<file path="src/rtl/core/intel_hex_record_decoder_top_defines.svh">
// Assertion macros for the Intel HEX record decoder.
// Used by the modules that carry concurrent checks; depends on nothing else.
`ifndef INTEL_HEX_RECORD_DECODER_TOP_DEFINES_SVH
`define INTEL_HEX_RECORD_DECODER_TOP_DEFINES_SVH

// Same-cycle implication, disabled while reset is asserted
`define IHEX_ASSERT_NOW(label, clk, rst_n, ante, cons) \
	label: assert property (@(posedge clk) disable iff (!rst_n) (ante) |-> (cons)) \
		else $error("ihex check failed");

// Next-cycle implication, disabled while reset is asserted
`define IHEX_ASSERT_NEXT(label, clk, rst_n, ante, cons) \
	label: assert property (@(posedge clk) disable iff (!rst_n) (ante) |=> (cons)) \
		else $error("ihex check failed");

`endif

</file>
<file path="src/rtl/core/ihex_pkg.sv">
// Shared types and constants of the Intel HEX record decoder.
// No dependencies; imported by the top, ihex_front and ihex_back.
package ihex_pkg;

	localparam int unsigned POS_W = 10;
	localparam logic [POS_W-1:0] POS_MAX = 10'd1023;
	// ':' plus count, address, type and checksum digit pairs
	localparam logic [POS_W-1:0] HEADER_CHARS = 10'd11;
	localparam logic [7:0] CHAR_COLON = 8'h3A;
	localparam logic [7:0] CHAR_NEWLINE = 8'h0A;
	localparam logic [7:0] REC_DATA = 8'h00;
	localparam logic [7:0] REC_EOF = 8'h01;

	// line flag bit positions
	localparam int unsigned FLAG_BAD_START = 0;
	localparam int unsigned FLAG_BAD_COUNT = 1;
	localparam int unsigned FLAG_BAD_DIGIT = 2;

	typedef enum logic [2:0] {
		ST_OK        = 3'd0,
		ST_EOF       = 3'd1,
		ST_BAD_START = 3'd2,
		ST_BAD_DIGIT = 3'd3,
		ST_SHORT     = 3'd4,
		ST_BAD_TYPE  = 3'd5,
		ST_CHECKSUM  = 3'd6
	} status_t;

	typedef enum logic [1:0] {
		MODE_RUNNING = 2'd0,
		MODE_HALTED  = 2'd1
	} run_mode_t;

	typedef enum logic {
		KIND_DATA   = 1'b0,
		KIND_STATUS = 1'b1
	} kind_t;

	// classified character handed from front to back
	typedef struct packed {
		logic       is_newline;
		logic       is_colon;
		logic       digit_ok;
		logic [3:0] digit_val;
	} char_class_t;

	typedef struct packed {
		kind_t       kind;
		logic [15:0] byte_address;
		logic [7:0]  data_byte;
		status_t     status;
	} result_t;

endpackage

</file>
<file path="src/rtl/core/intel_hex_record_decoder_top.sv">
// Intel HEX record decoder: usage
// Input is a queue-style channel: a character transfers at a rising edge with push
// high and full low. Results come out of a queue: while empty is low the oldest
// result sits on kind, byte_address, data_byte and status, and it transfers at an
// edge with pop high. A front classifier fills a character queue; the record
// engine drains it into the result queue, so either side may stall on its own.
// A character is held in the character queue and its result in the result queue before
// the result reaches the result ports; it also waits behind any older results.
// Throughput: one character per cycle while the receiver keeps popping; the record engine
// handles one character per cycle and stops only while the result queue is full.
// Data bytes of a clean type 00 record come out as their second digit arrives;
// every newline gives a status result. Any status other than ok data halts the
// decoder: characters are still taken but dropped until reset.
// Reset (arst_n low) empties both queues and clears the record state.
// While the receiver withholds pop, results wait in order and full rises once
// both queues back up; nothing is lost.
// Depends on ihex_pkg, ihex_front, ihex_queue and ihex_back.
module intel_hex_record_decoder_top #(
	parameter int unsigned CHAR_QUEUE_DEPTH = 2,
	parameter int unsigned RESULT_QUEUE_DEPTH = 2
) (
	input  logic        clk,
	input  logic        arst_n,
	input  logic        push,
	output logic        full,
	input  logic [7:0]  character,
	output logic        empty,
	input  logic        pop,
	output logic        kind,
	output logic [15:0] byte_address,
	output logic [7:0]  data_byte,
	output logic [2:0]  status
);
	import ihex_pkg::*;

	char_class_t cls, mid_cls;
	result_t     res, out_res;
	logic        mid_empty, mid_take, res_full, res_valid;

	ihex_front u_front (
		.character (character),
		.cls       (cls)
	);

	// classified characters awaiting the record engine
	ihex_queue #(
		.WIDTH ($bits(char_class_t)),
		.DEPTH (CHAR_QUEUE_DEPTH)
	) u_char_queue (
		.clk     (clk),
		.arst_n  (arst_n),
		.wr_en   (push),
		.wr_data (cls),
		.full    (full),
		.rd_en   (mid_take),
		.rd_data (mid_cls),
		.empty   (mid_empty)
	);

	ihex_back u_back (
		.clk       (clk),
		.arst_n    (arst_n),
		.in_valid  (!mid_empty),
		.in_cls    (mid_cls),
		.in_take   (mid_take),
		.out_full  (res_full),
		.res_valid (res_valid),
		.res       (res)
	);

	// results awaiting transfer
	ihex_queue #(
		.WIDTH ($bits(result_t)),
		.DEPTH (RESULT_QUEUE_DEPTH)
	) u_result_queue (
		.clk     (clk),
		.arst_n  (arst_n),
		.wr_en   (res_valid),
		.wr_data (res),
		.full    (res_full),
		.rd_en   (pop),
		.rd_data (out_res),
		.empty   (empty)
	);

	assign kind         = out_res.kind;
	assign byte_address = out_res.byte_address;
	assign data_byte    = out_res.data_byte;
	assign status       = out_res.status;

endmodule

</file>
<file path="src/rtl/core/ihex_front.sv">
// Character classifier of the Intel HEX decoder: newline, colon, hex digit value.
// Depends on ihex_pkg.
module ihex_front (
	input  logic [7:0]           character,
	output ihex_pkg::char_class_t cls
);
	import ihex_pkg::*;

	// decode one character, digits in either case
	always_comb begin
		cls.is_newline = (character == CHAR_NEWLINE);
		cls.is_colon   = (character == CHAR_COLON);
		cls.digit_ok   = 1'b1;
		cls.digit_val  = 4'd0;
		if (character >= 8'h30 && character <= 8'h39) begin
			cls.digit_val = character[3:0];
		end else if ((character >= 8'h41 && character <= 8'h46) ||
				(character >= 8'h61 && character <= 8'h66)) begin
			cls.digit_val = character[3:0] + 4'd9;
		end else begin
			cls.digit_ok = 1'b0;
		end
	end

endmodule

</file>
<file path="src/rtl/core/ihex_queue.sv">
// Small register queue used between the decoder stages and on the result side.
// Depends on nothing; width and depth come from parameters.
module ihex_queue #(
	parameter int unsigned WIDTH = 8,
	parameter int unsigned DEPTH = 2
) (
	input  logic             clk,
	input  logic             arst_n,
	input  logic             wr_en,
	input  logic [WIDTH-1:0] wr_data,
	output logic             full,
	input  logic             rd_en,
	output logic [WIDTH-1:0] rd_data,
	output logic             empty
);
	localparam int unsigned PTR_W = (DEPTH > 1) ? $clog2(DEPTH) : 1;
	localparam int unsigned CNT_W = $clog2(DEPTH + 1);
	localparam logic [PTR_W-1:0] PTR_LAST = PTR_W'(DEPTH - 1);
	localparam logic [CNT_W-1:0] CNT_FULL = CNT_W'(DEPTH);

	logic [WIDTH-1:0] entry_q [DEPTH];
	logic [PTR_W-1:0] wr_ptr_q, rd_ptr_q;
	logic [CNT_W-1:0] count_q;
	logic             do_wr, do_rd;

	assign full    = (count_q == CNT_FULL);
	assign empty   = (count_q == '0);
	assign do_wr   = wr_en && !full;
	assign do_rd   = rd_en && !empty;
	assign rd_data = entry_q[rd_ptr_q];

	// store incoming entry
	always_ff @(posedge clk) begin
		if (do_wr) begin
			entry_q[wr_ptr_q] <= wr_data;
		end
	end

	// advance pointers and occupancy
	always_ff @(posedge clk or negedge arst_n) begin
		if (!arst_n) begin
			wr_ptr_q <= '0;
			rd_ptr_q <= '0;
			count_q  <= '0;
		end else begin
			if (do_wr) begin
				wr_ptr_q <= (wr_ptr_q == PTR_LAST) ? '0 : wr_ptr_q + 1'b1;
			end
			if (do_rd) begin
				rd_ptr_q <= (rd_ptr_q == PTR_LAST) ? '0 : rd_ptr_q + 1'b1;
			end
			if (do_wr && !do_rd) begin
				count_q <= count_q + 1'b1;
			end else if (do_rd && !do_wr) begin
				count_q <= count_q - 1'b1;
			end
		end
	end

endmodule

</file>
<file path="src/rtl/core/ihex_back.sv">
// Record state engine of the Intel HEX decoder: header fields, data bytes, line status.
// Depends on ihex_pkg and the assertion macro header.
module ihex_back (
	input  logic                  clk,
	input  logic                  arst_n,
	input  logic                  in_valid,
	input  ihex_pkg::char_class_t in_cls,
	output logic                  in_take,
	input  logic                  out_full,
	output logic                  res_valid,
	output ihex_pkg::result_t     res
);
	import ihex_pkg::*;
	`include "intel_hex_record_decoder_top_defines.svh"

	run_mode_t         mode_q, mode_d;
	logic [POS_W-1:0]  pos_q;
	logic [3:0]        hi_q;
	logic [7:0]        cnt_q, type_q, sum_q;
	logic [15:0]       addr_q;
	logic [2:0]        flags_q;

	logic              running, step, in_range;
	logic [10:0]       digit_limit;
	logic [POS_W-1:0]  need, dig_pos;
	logic [8:0]        idx, data_idx;
	logic [3:0]        nib;
	logic [7:0]        byte_val;
	logic [2:0]        flags_d;
	logic              is_high, is_data, emit;
	status_t           line_st;

	assign running = (mode_q == MODE_RUNNING);
	assign in_take = in_valid && !out_full;
	assign step    = in_take && running;

	// locate the character within the record
	always_comb begin
		digit_limit = 11'd10 + {2'b00, cnt_q, 1'b0};
		need        = HEADER_CHARS + {1'b0, cnt_q, 1'b0};
		in_range    = (pos_q <= 10'd2) || ({1'b0, pos_q} <= digit_limit);
		dig_pos     = pos_q - 1'b1;
		idx         = dig_pos[POS_W-1:1];
		data_idx    = idx - 9'd4;
		is_high     = !dig_pos[0];
		nib         = in_cls.digit_ok ? in_cls.digit_val : 4'd0;
		byte_val    = {hi_q, nib};
		is_data     = (idx >= 9'd4) && (data_idx < {1'b0, cnt_q});
		flags_d     = flags_q;
		if (pos_q != '0 && in_range && !in_cls.digit_ok) begin
			if (pos_q <= 10'd2) begin
				flags_d[FLAG_BAD_COUNT] = 1'b1;
			end else begin
				flags_d[FLAG_BAD_DIGIT] = 1'b1;
			end
		end
		emit = (pos_q != '0) && in_range && !is_high && is_data &&
			(flags_d == 3'b000) && (type_q == REC_DATA);
	end

	// rank the line status at newline
	always_comb begin
		if (pos_q == '0 || flags_q[FLAG_BAD_START]) begin
			line_st = ST_BAD_START;
		end else if (flags_q[FLAG_BAD_COUNT]) begin
			line_st = ST_BAD_DIGIT;
		end else if (pos_q < need) begin
			line_st = ST_SHORT;
		end else if (flags_q[FLAG_BAD_DIGIT]) begin
			line_st = ST_BAD_DIGIT;
		end else if (type_q == REC_EOF) begin
			line_st = ST_EOF;
		end else if (type_q != REC_DATA) begin
			line_st = ST_BAD_TYPE;
		end else if (sum_q != 8'd0) begin
			line_st = ST_CHECKSUM;
		end else begin
			line_st = ST_OK;
		end
	end

	// drive the result
	always_comb begin
		res.kind         = KIND_DATA;
		res.byte_address = addr_q + {7'd0, data_idx};
		res.data_byte    = byte_val;
		res.status       = ST_OK;
		res_valid        = 1'b0;
		if (in_cls.is_newline) begin
			res.kind         = KIND_STATUS;
			res.byte_address = addr_q;
			res.data_byte    = 8'd0;
			res.status       = line_st;
			res_valid        = step;
		end else begin
			res_valid = step && emit;
		end
	end

	// run mode: halt on any status other than clean data
	always_comb begin
		mode_d = mode_q;
		case (mode_q)
			MODE_RUNNING: begin
				if (step && in_cls.is_newline && line_st != ST_OK) begin
					mode_d = MODE_HALTED;
				end
			end
			MODE_HALTED: mode_d = MODE_HALTED;
			default: mode_d = MODE_HALTED;
		endcase
	end

	always_ff @(posedge clk or negedge arst_n) begin
		if (!arst_n) begin
			mode_q <= MODE_RUNNING;
		end else begin
			mode_q <= mode_d;
		end
	end

	// update line state
	always_ff @(posedge clk or negedge arst_n) begin
		if (!arst_n) begin
			pos_q   <= '0;
			hi_q    <= '0;
			cnt_q   <= '0;
			addr_q  <= '0;
			type_q  <= '0;
			sum_q   <= '0;
			flags_q <= '0;
		end else if (step) begin
			if (in_cls.is_newline) begin
				pos_q   <= '0;
				hi_q    <= '0;
				cnt_q   <= '0;
				addr_q  <= '0;
				type_q  <= '0;
				sum_q   <= '0;
				flags_q <= '0;
			end else begin
				if (pos_q == '0) begin
					if (!in_cls.is_colon) begin
						flags_q[FLAG_BAD_START] <= 1'b1;
					end
				end else if (in_range) begin
					flags_q <= flags_d;
					if (is_high) begin
						hi_q <= nib;
					end else begin
						sum_q <= sum_q + byte_val;
						case (idx)
							9'd0: cnt_q <= byte_val;
							9'd1: addr_q[15:8] <= byte_val;
							9'd2: addr_q[7:0] <= byte_val;
							9'd3: type_q <= byte_val;
							default: ;
						endcase
					end
				end
				if (pos_q != POS_MAX) begin
					pos_q <= pos_q + 1'b1;
				end
			end
		end
	end

	`IHEX_ASSERT_NEXT(a_halt_sticks, clk, arst_n, mode_q == MODE_HALTED,
		mode_q == MODE_HALTED)
	`IHEX_ASSERT_NOW(a_no_result_halted, clk, arst_n, mode_q == MODE_HALTED,
		!res_valid)
	`IHEX_ASSERT_NOW(a_data_clean, clk, arst_n, res_valid && res.kind == KIND_DATA,
		res.status == ST_OK && flags_q == 3'b000 && type_q == REC_DATA)
	`IHEX_ASSERT_NEXT(a_bad_status_halts, clk, arst_n,
		res_valid && res.kind == KIND_STATUS && res.status != ST_OK,
		mode_q == MODE_HALTED && pos_q == '0)

endmodule
</file>
<file path="config.mk">
export PLATFORM = sky130hd
export DESIGN_NAME = intel_hex_record_decoder_top
export DESIGN_NICKNAME = d
export VERILOG_FILES = /design/src/rtl/core/ihex_pkg.sv /design/src/rtl/core/intel_hex_record_decoder_top.sv /design/src/rtl/core/ihex_front.sv /design/src/rtl/core/ihex_queue.sv /design/src/rtl/core/ihex_back.sv
export VERILOG_INCLUDE_DIRS = /design/src /design/src/rtl/core
export SDC_FILE = /design/constraint.sdc
export NUM_CORES = 1
export LEC_CHECK = 0
export ABC_CLOCK_PERIOD_IN_PS = 9460
export BUFFER_PORTS_ARGS = -buffer_cell sky130_fd_sc_hd__buf_4
export CAP_MARGIN = 20
export CORE_AREA = 2 2 114 116
export CTS_CLUSTER_SIZE = 24
export DETAILED_ROUTE_END_ITERATION = 8
export DIE_AREA = 0 0 116 118
export PLACE_DENSITY = 0.8
export SKIP_CTS_REPAIR_TIMING = 1
export SYNTH_ARGS = -nofsm -noshare
export SYNTH_HDL_FRONTEND = slang
export SYNTH_SLANG_ARGS = --single-unit
</file>
<file path="constraint.sdc">
create_clock -name clk -period 9.46 [get_ports clk]
set_input_delay 0.473 -clock clk [delete_from_list [all_inputs] [get_ports clk]]
set_output_delay 0.473 -clock clk [all_outputs]
set_load 0.02 [all_outputs]
</file>
After elaboration in Yosys (flattened, before gate mapping)
Memories as Yosys holds them, arrays and structs flattened.
Index checks and enable logic that the tools add are counted.
Widths: inputs -> output; s select.
Storage, ports and cells
  logic and storage cells: 185
  input port bits: 12
  RAM bits: 70
  memories kept: 2
  flip-flop bits (word level): 67
  memory bits (read-only): 0
  output and inout port bits: 30
  bits in latches: 0
Memory list
  u_result_queue.entry_q: depth 2, bits a word 28, rd ports 1, clocked after memory_dff 0, wr ports 1, line ihex_queue.sv:21  | logic [WIDTH-1:0] entry_q [DEPTH];
  u_char_queue.entry_q: depth 2, bits a word 7, rd ports 1, clocked after memory_dff 0, wr ports 1, line ihex_queue.sv:21
Operators by class
  bitwise logic cells: 0
  reductions and logical operators: 65
  multipliers: 0
  add/sub/neg operators: 16
  $lt $le $gt $ge: 11
  shift-type cells: 0
  equality and inequality tests: 13
  divide/modulo/power cells: 0
  multiplexer cells: 62
Operators by type and width (count)
  $mux 8: 16
  $mux 16: 4
  $mux 28: 1
  $mux 4: 7
  $mux 3: 9
  $logic_and 1x1->1: 23
  $add 4x9->10 const A: 2
  $mux 10: 2
  $reduce_and 5->1: 4
  $reduce_bool 2->1: 10
  $eq 9x2->1 const B: 2
  $add 16x9->16: 1
  $ge 8x7->1 const B: 2
  $le 8x7->1 const B: 2
  $mux 2: 8
  $reduce_bool 8->1: 2
  $mux 1: 15
  $le 10x11->1: 1
  $add 10x1->10 const B: 1
  $le 10x2->1 const B: 1
  $logic_not 10->1: 1
  $lt 10x10->1: 1
  $ne 10x10->1 const B: 1
  $reduce_bool 10->1: 1
  28 further kinds: 50

Longest topological paths before layout
Gate-level depths: netlist of run 1.
  word-level depth: 16
  mapped depth: 22
  mapped depth without buffers: 20

Cells and area by module
From an unflattened synthesis of run 1, not the netlist that was laid out.
Second synthesis, totals
  cells, all modules: 654
  area total of the unflattened synthesis: 7721.2 µm²
Modules (own cells, without submodules)
  ihex_back: area each 4530.6 µm², cells an instance 480, instances 1
  ihex_queue at u_result_queue: area each 2264.7 µm², cells an instance 106, instances 1
  ihex_queue at u_char_queue: area each 710.7 µm², cells an instance 41, instances 1
  ihex_front: area each 211.5 µm², cells an instance 26, instances 1
  intel_hex_record_decoder_top: area each 3.8 µm², cells an instance 1, instances 1

Worst setup path after synthesis of run 1
OpenSTA, ideal clock, no wires.
  path kind: register -> register
  start point: reg u_back.pos_q[0]
  end point: mem u_result_queue.entry_q[1][0] (netlist name) (enable)
  clock period less this slack: 5358 ps
  setup time: 416 ps
  stages on the path, launching flop included: 19
  data arrival time: 4942 ps
  path buffers: 2
  slack: 4102 ps
  data required time: 9044 ps
  cell sequence: dfrtp_1 > clkbuf_1 > inv_1 > ha_1 > clkbuf_1 > nor3b_1 > xnor2_1 > ha_1 > o31a_1 > nand4_1 > o31a_1 > xnor2_1 > ha_1 > a2111oi_0 > nand3_1 > a311o_1 > a221oi_2 > a31oi_1 > nor2b_1
On the way
  longest elaborated chain between the ends: 13
  elaborated cells on any way between the ends: 24
  those cells by class: 2 x add/sub; 4 x order compare; 6 x mux; 12 x reduce/logical
RTL lines
  start: declaration: line ihex_back.sv:17  | logic [POS_W-1:0] pos_q;
  start signal: assignment: line ihex_back.sv:162  | pos_q <= pos_q + 1'b1;
  parallel branches: the longest is 6 deep, another holds $sub 10x1->10
  $logic_and 1x1->1 (*): line ihex_back.sv:57  | emit = (pos_q != '0) && in_range && !is_high && is_data &&
  $logic_and 1x1->1 (*): line ihex_back.sv:58  | (flags_d == 3'b000) && (type_q == REC_DATA);
  $logic_and 1x1->1 (*): line ihex_back.sv:96  | res_valid = step && emit;
  $mux 1 (*): line ihex_back.sv:89  | if (in_cls.is_newline) begin
  $logic_and 1x1->1 (*): line ihex_queue.sv:28  | assign do_wr = wr_en && !full;
  $mux 1 (*): line ihex_queue.sv:34  | if (do_wr) begin
  $mux 1 (not written as such) (*): line ihex_queue.sv:35  | entry_q[wr_ptr_q] <= wr_data;
  end: declaration: line ihex_queue.sv:21
Every way passes the cells marked *.

Final worst setup path of run 1
Ends and elaborated chain as after synthesis.

==> flow_summary.yaml, run 1 <==
worst_setup_path:
  worstPathArrival_ns: 5.13
  worstPathMaxFanout: 28
  worst_setup_path_end_kind: "flop"
  cp_top_family: "compound AO/OA/AOI/OAI gates"
  reg2reg_from: "u_back.pos_q[0]"
  crit_path_start_kind: "flop"
  cpMostUsedCell: "ha_1"
  rr_worst_depth: 17
  rrSetupSlack_ns: 4.41
  path_class: "reg -> reg"
  cp_slowest_stage_delay_ns: 0.55
  r2r-end: "u_result_queue.entry_q[1][0]"
  required_ns: 9.54
  path_buf_inv: 2
  worst_path_max_delay_cell: "dfrtp_1"
  path_cells: "inv_1, ha_1, nor3b_1, xnor2_1, ha_1, o31a_1, nand4_1, o31a_1, xnor2_1, ha_1, a2111oi_0, nand3_1, a311o_1, a221oi_2, a31oi_1, nor2b_2, buf_4"
logic_synthesis:
  yosys_warnings: 0
  synth_commonest_cells: "edfxtp_1 (70), dfrtp_1 (66), mux2_2 (65)"
  yosys.area.top_type: "edfxtp_1"
  synthMostInstantiatedCell: "edfxtp_1"
  ys_seq_area_frac: 0.496
  synth_flop_cell: "edfxtp_1"
  synth_top_area_share: 0.278
  syn_nets: 705
  synthTopCellsByArea: "edfxtp_1 (28%), dfrtp_1 (22%), mux2_2 (9.7%), ha_1 (7.4%), xnor2_1 (3.9%)"
  ys_ff_latch: 136
  synth_area_sq_mm: 0.00757
  syn_inst: 646
  synth_edf_count: 70
  avgSynthCellArea_sq_um: 11.7
  yosysUniqueCellTypes: 66
  synthArstFlopShare: 0.485
power_and_ir_drop:
  leakagePower_nw: 3.75
  ir_worst_vdd_mv: 0.151
  p_per_area_mw_per_mm2: 345
  power.share.clock: 0.210
  intPower_w: 0.00174
  p_sw_frac: 0.415
  seqPwrFrac: 0.314
  pwr-share-comb: 0.476
  netSwitchingPower_w: 0.00124
cts:
  numClockSinks: 136
  cts_tree: "done"
  h-tree-depth: 4
  clk_latency_ns: 0.42
  clk_pin_slew_worst_paths_ns: 0.06
  clock-root-buffer: "clkbuf_16"
  cts-buffers-inserted: 17
  clk_path_buf_depth: 2
cells_and_area:
  multi_input_area_sq_mm: 0.00360
  fin_area_sq_mm: 0.00862
  n_fill_cell: 887
  drive_gt1_frac: 0.228
  antenna_cells: 0
  fin_nets: 749
  final_cells: 875
  register_area_sq_mm: 0.00375
  area_growth_pct: 13.9
detailed_routing:
  vias: 5404
  via_per_inst: 6.18
  drc: 0
  ant_nets: 0
  routed_wl_um: 16600
  drt_iter0_markers: 500
  routedWlPerCell_um: 19.0
  first_pass_iters: 6
die:
  die_area_sq_mm: 0.0137
  rows: 41
  die_h_um: 118
  design.core.area_sq_mm: 0.0124
  start_util: 0.609
  die_w_um: 116
  io-pin-count: 42
global_routing:
  grt_pass1_wl_um: 26800
  grt.overflow.total: 0
  grt_use_total: 0.253
  antenna_found_initial: 0
  grt_pass1_vias: 5380
  grt_max_degree: 67
worst_hold_path:
  worstHoldPathType: "in -> async"
timing:
  rsz0062_at_grt: "no"
  setup_viol: 0
  fin_crit_ns: 5.05
  slew_headroom: 0.342
  slew_violations: 0
  max_freq_ghz: 0.198
  finalClockSkew_ns: 0.00858
  setup_tns_ns: 0
  worst_pin_slew_ns: 0.979
  post-route-period-util: 0.534
  hold_violations: 0
placed_design:
  place_congestion: 0.898
  post_dp_cell_area_sq_mm: 0.00803
  dpl.cell_count: 842
  post-dp-hpwl_um: 11300
  port_buffers: 41
job:
  maxCapViolations: 0
run_status:
  status: "complete, no violations"
[per-layer routing]
layer	track usage	vias up	wire, um
met4	0.104	0	584
met2	0.420	260	8210
li1	-	2478	-
met3	0.0639	67	1110
met1	0.313	2599	6710
met5	0	-	0
[kinds of logic after synthesis]
| kind of cell | after synthesis | synth area share |
|---|---|---|
| multiplexers | 72 | 0.106 |
| AND/OR/NAND/NOR | 170 | 0.122 |
| AO/OA/AOI/OAI | 118 | 0.108 |
| flip-flops | 136 | 0.496 |
| XOR/XNOR | 51 | 0.0590 |
| adder cells (fa/ha/maj) | 47 | 0.0797 |
| buffers and inverters | 52 | 0.0283 |
[worst max path at each step]
stage,start,end,depth (start not counted)
2_1_floorplan,u_back.pos_q[0],u_result_queue.entry_q[1][0],18
3_5_place_dp,u_back.pos_q[0],u_result_queue.entry_q[1][24],17
3_3_place_gp,u_back.pos_q[0],u_result_queue.entry_q[1][16],17
5_1_grt,u_back.pos_q[0],u_result_queue.entry_q[1][0],17
4_1_cts,u_back.pos_q[0],u_result_queue.entry_q[1][0],17
6_report,u_back.pos_q[0],u_result_queue.entry_q[1][0],17
[sequential cells by signal, summed over array words and instances (netlist names)]
register,flops
u_result_queue.entry_q,56
u_back.addr_q,16
u_char_queue.entry_q,14
u_back.pos_q,10
u_back.cnt_q,8
u_back.sum_q,8
u_back.type_q,8
u_back.hi_q,4
u_back.flags_q,3
u_char_queue.count_q,2
u_result_queue.count_q,2
u_back.mode_q,1
u_char_queue.rd_ptr_q,1
u_char_queue.wr_ptr_q,1
u_result_queue.rd_ptr_q,1
u_result_queue.wr_ptr_q,1
[through the flow]
stage / setup slack, ns / hold slack (ns) / power (W) / util
after floorplan: 4.10 / 0.177 / 0.00194 / -
after global placement: 4.94 / 0.475 / 0.00224 / 0.647
after detailed placement: 4.62 / 0.488 / 0.00230 / 0.647
after CTS: 4.48 / 0.184 / 0.00295 / 0.692
after global routing: 4.15 / 0.223 / 0.00317 / 0.694
final: 4.41 / 0.140 / 0.00298 / 0.694
[placed cells by master, fill, tap and decap left out, drive strengths merged, types with 10 or more instances in the layout]
master	synthesis	final
a21o	11	11
a21oi	25	25
and2	10	10
buf	6	46
clkbuf	15	17
dfrtp	66	66
edfxtp	70	70
ha	45	45
inv	30	38
mux2	65	65
nand2	41	41
nand3	12	12
nor2	34	34
nor3	12	12
nor4	11	11
o21ai	24	24
xnor2	34	34
xor2	17	17
[power groups by stage]
stage	Combinational [W]	Sequential (W)	Clock (W)
2_1_floorplan	0.00106	0.000879	0
3_3_place_gp	0.00129	0.000949	0
3_5_place_dp	0.00135	0.000958	0
4_1_cts	0.00137	0.000948	0.000633
5_1_grt	0.00156	0.000949	0.000658
6_report	0.00142	0.000935	0.000626
[worst reg2reg max path, cell delays in order, from the launching register on]
cell and delay [ns]:
dfrtp_1 0.55, inv_1 0.17, ha_1 0.34, nor3b_1 0.20, xnor2_1 0.35, ha_1 0.26, o31a_1 0.15, nand4_1 0.14
o31a_1 0.16, xnor2_1 0.16, ha_1 0.21, a2111oi_0 0.46, nand3_1 0.16, a311o_1 0.39, a221oi_2 0.20, a31oi_1 0.25
nor2b_2 0.17, buf_4 0.36
[cell type report]
cell class / count / area share
Sequential cell: 136 / 0.436
Tap cell: 172 / 0.0250
Timing Repair Buffer: 46 / 0.0424
Multi-Input combinational cell: 458 / 0.418
Clock buffer: 17 / 0.0494
Clock inverter: 15 / 0.0160
Inverter: 31 / 0.0135
Power figures use the tool's default switching activity.
==> run 2, diff against run 1 <==
--- a/config.mk
+++ b/config.mk
@@ -6,14 +6,14 @@
 export SDC_FILE = /design/constraint.sdc
 export NUM_CORES = 1
 export LEC_CHECK = 0
-export ABC_CLOCK_PERIOD_IN_PS = 9460
+export ABC_CLOCK_PERIOD_IN_PS = 4600
 export BUFFER_PORTS_ARGS = -buffer_cell sky130_fd_sc_hd__buf_4
 export CAP_MARGIN = 20
-export CORE_AREA = 2 2 114 116
+export CORE_AREA = 2 2 120 122
 export CTS_CLUSTER_SIZE = 24
 export DETAILED_ROUTE_END_ITERATION = 8
-export DIE_AREA = 0 0 116 118
-export PLACE_DENSITY = 0.8
+export DIE_AREA = 0 0 122 124
+export PLACE_DENSITY = 0.76
 export SKIP_CTS_REPAIR_TIMING = 1
 export SYNTH_ARGS = -nofsm -noshare
 export SYNTH_HDL_FRONTEND = slang
==> constraint.sdc (replaced) <==
create_clock -name clk -period 4.6 [get_ports clk]
set_input_delay 0.23 -clock clk [delete_from_list [all_inputs] [get_ports clk]]
set_output_delay 0.23 -clock clk [all_outputs]
set_load 0.02 [all_outputs]
==> run 2 against run 1 <==
Effect of this change: sequential power increased by 100%; first-iteration DRC count decreased by 22%; non-clock buffer count increased by 7; maximum frequency increased by 18%; sequential cell count unchanged; worst hold slack got worse by 0.014 ns; combinational power increased by 110%; core utilization decreased by 5.3 points; register-to-register slack got worse by 4.1 ns; clock skew increased by 0.0011 ns; largest cell class unchanged; largest power group unchanged; highest routed layer unchanged.
==> flow_summary.yaml, run 2 (synthesis results as in run 1) <==
worst_setup_path:
  path_buf_inv: 1
  crit_path_start_kind: "flop"
  path_class: "reg -> reg"
  reg2reg_from: "u_back.pos_q[2]"
  worstPathMaxFanout: 11
  cp_top_family: "simple AND/OR/NAND/NOR gates"
  worst_setup_path_end_kind: "flop"
  worstSetupPathDepth: 15
  path_cells: "nor3_2, or4b_2, and2_1, xnor2_1, ha_1, a21o_1, a21oi_1, o21ai_0, a311o_1, a221oi_2, a31oi_1, inv_1, ha_1, nor2_1, xnor2_1"
  startpoint: "u_back.pos_q[2]"
  worst_path_max_delay_cell: "or4b_2"
  rrSetupSlack_ns: 0.32
  cp_slowest_stage_delay_ns: 0.63
  crit_end: "u_result_queue.count_q[1]"
  r2r-end: "u_result_queue.count_q[1]"
  required_ns: 4.94
  rr_worst_depth: 15
  worstPathArrival_ns: 4.61
global_routing:
  grt_use_total: 0.232
  grt_pass1_vias: 5288
  grt.overflow.total: 0
  grt_pass1_wl_um: 26700
  antenna_found_initial: 0
  grt_max_degree: 67
power_and_ir_drop:
  p_per_area_mw_per_mm2: 720
  ir_worst_vdd_mv: 0.358
  leakagePower_nw: 3.82
placed_design:
  dpl.cell_count: 856
  post_dp_cell_area_sq_mm: 0.00811
  place_congestion: 0.918
  port_buffers: 41
  pre_cts_slack_ns: 0.100
  post-dp-hpwl_um: 12000
timing:
  slew_violations: 0
  worst_pin_slew_ns: 1.01
  setup_tns_ns: 0
  rsz0062_at_grt: "no"
  hold_ws_ns: 0.126
  post-route-period-util: 0.929
  setup_viol: 0
  fin_crit_ns: 4.28
  fin_ws_ns: 0.325
  finalClockSkew_ns: 0.00972
  slew_headroom: 0.321
  hold_violations: 0
  max_freq_ghz: 0.234
cts:
  numClockSinks: 136
  cts_tree: "done"
  clk_latency_ns: 0.42
  cts-buffers-inserted: 17
  h-tree-depth: 4
  clock-root-buffer: "clkbuf_16"
  clk_path_buf_depth: 2
  clk_pin_slew_worst_paths_ns: 0.06
detailed_routing:
  via_per_inst: 5.97
  drc: 0
  drt_iter0_markers: 388
  routedWlPerCell_um: 18.8
  first_pass_iters: 5
  vias: 5314
  routed_wl_um: 16700
  ant_nets: 0
cells_and_area:
  fin_area_sq_mm: 0.00879
  final_cells: 890
  antenna_cells: 0
  largest_registers: "u_result_queue.entry_q (56), u_back.addr_q (16), u_char_queue.entry_q (14)"
  mostFrequentLayoutCells: "edfxtp_1 (70), dfrtp_1 (66), mux2_2 (65), buf_4 (49), ha_1 (45)"
  area_growth_pct: 16.2
  top_register: "u_result_queue.entry_q"
  drive_gt1_frac: 0.239
  fin_nets: 756
  final_common_cell: "edfxtp_1"
  largest_reg_flops: 56
job:
  maxCapViolations: 0
die:
  die_area_sq_mm: 0.0151
  start_util: 0.551
  design.core.area_sq_mm: 0.0137
  die_h_um: 124
  io-pin-count: 42
  rows: 43
  die_w_um: 122
run_status:
  status: "complete, no violations"
worst_hold_path:
  worstHoldPathType: "in -> reg"
## run 2: cell types whose count changed in the layout (fill, tap and decap cells not counted), sizes merged
cell / delta
buf: +6
clkinv: -4
bufinv: +3
clkinvlp: +2
inv: -2
clkbuf: +1
dlygate4sd3: +1
## run 2: layer usage
| layer | global-route usage | share of wire | up-vias |
|---|---|---|---|
| met1 | 0.288 | 0.43 | 2609 |
| li1 | - | - | 2498 |
| met5 | 0 | 0 | - |
| met2 | 0.394 | 0.49 | 173 |
| met3 | 0.0504 | 0.054 | 34 |
| met4 | 0.0948 | 0.024 | 0 |
## run 2: stage by stage
step	power (W)	util
2_1_floorplan	0.00399	-
3_3_place_gp	0.00468	0.591
3_5_place_dp	0.00481	0.591
4_1_cts	0.00624	0.636
5_1_grt	0.00674	0.641
6_report	0.00633	0.641
## run 2: worst min path at each step
stage                                       endpoint         start  cells after the start  slack [ns]
after floorplan                     u_back.addr_q[0]        arst_n                      0       -0.07
after global placement               u_back.sum_q[2]        arst_n                      1        0.39
after detailed placement       u_char_queue.wr_ptr_q        arst_n                      1        0.40
after CTS                      u_char_queue.wr_ptr_q        arst_n                      1       -0.06
after global routing      u_char_queue.entry_q[1][6]  character[4]                      2        0.13
final                     u_char_queue.entry_q[1][6]  character[4]                      2        0.13
## run 2: power breakdown
part | switching (W) | internal [W] | leakage [nW] | total [W]
logic | 0.00172 | 0.00128 | 2.00 | 0.00300
clock network | 0.000548 | 0.000866 | 0.288 | 0.00141
registers | 0.000268 | 0.00164 | 1.53 | 0.00191
total | 0.00254 | 0.00379 | 3.82 | 0.00633
## run 2: area by class of cell
| class | count | area, sq um |
|---|---|---|
| clock buffer | 18 | 429 |
| clock inverter | 14 | 186 |
| fill | 1064 | 4930 |
| inverter | 31 | 116 |
| multi-input combinational | 458 | 3630 |
| sequential | 136 | 3750 |
| tap | 180 | 225 |
| timing repair buffer | 53 | 445 |
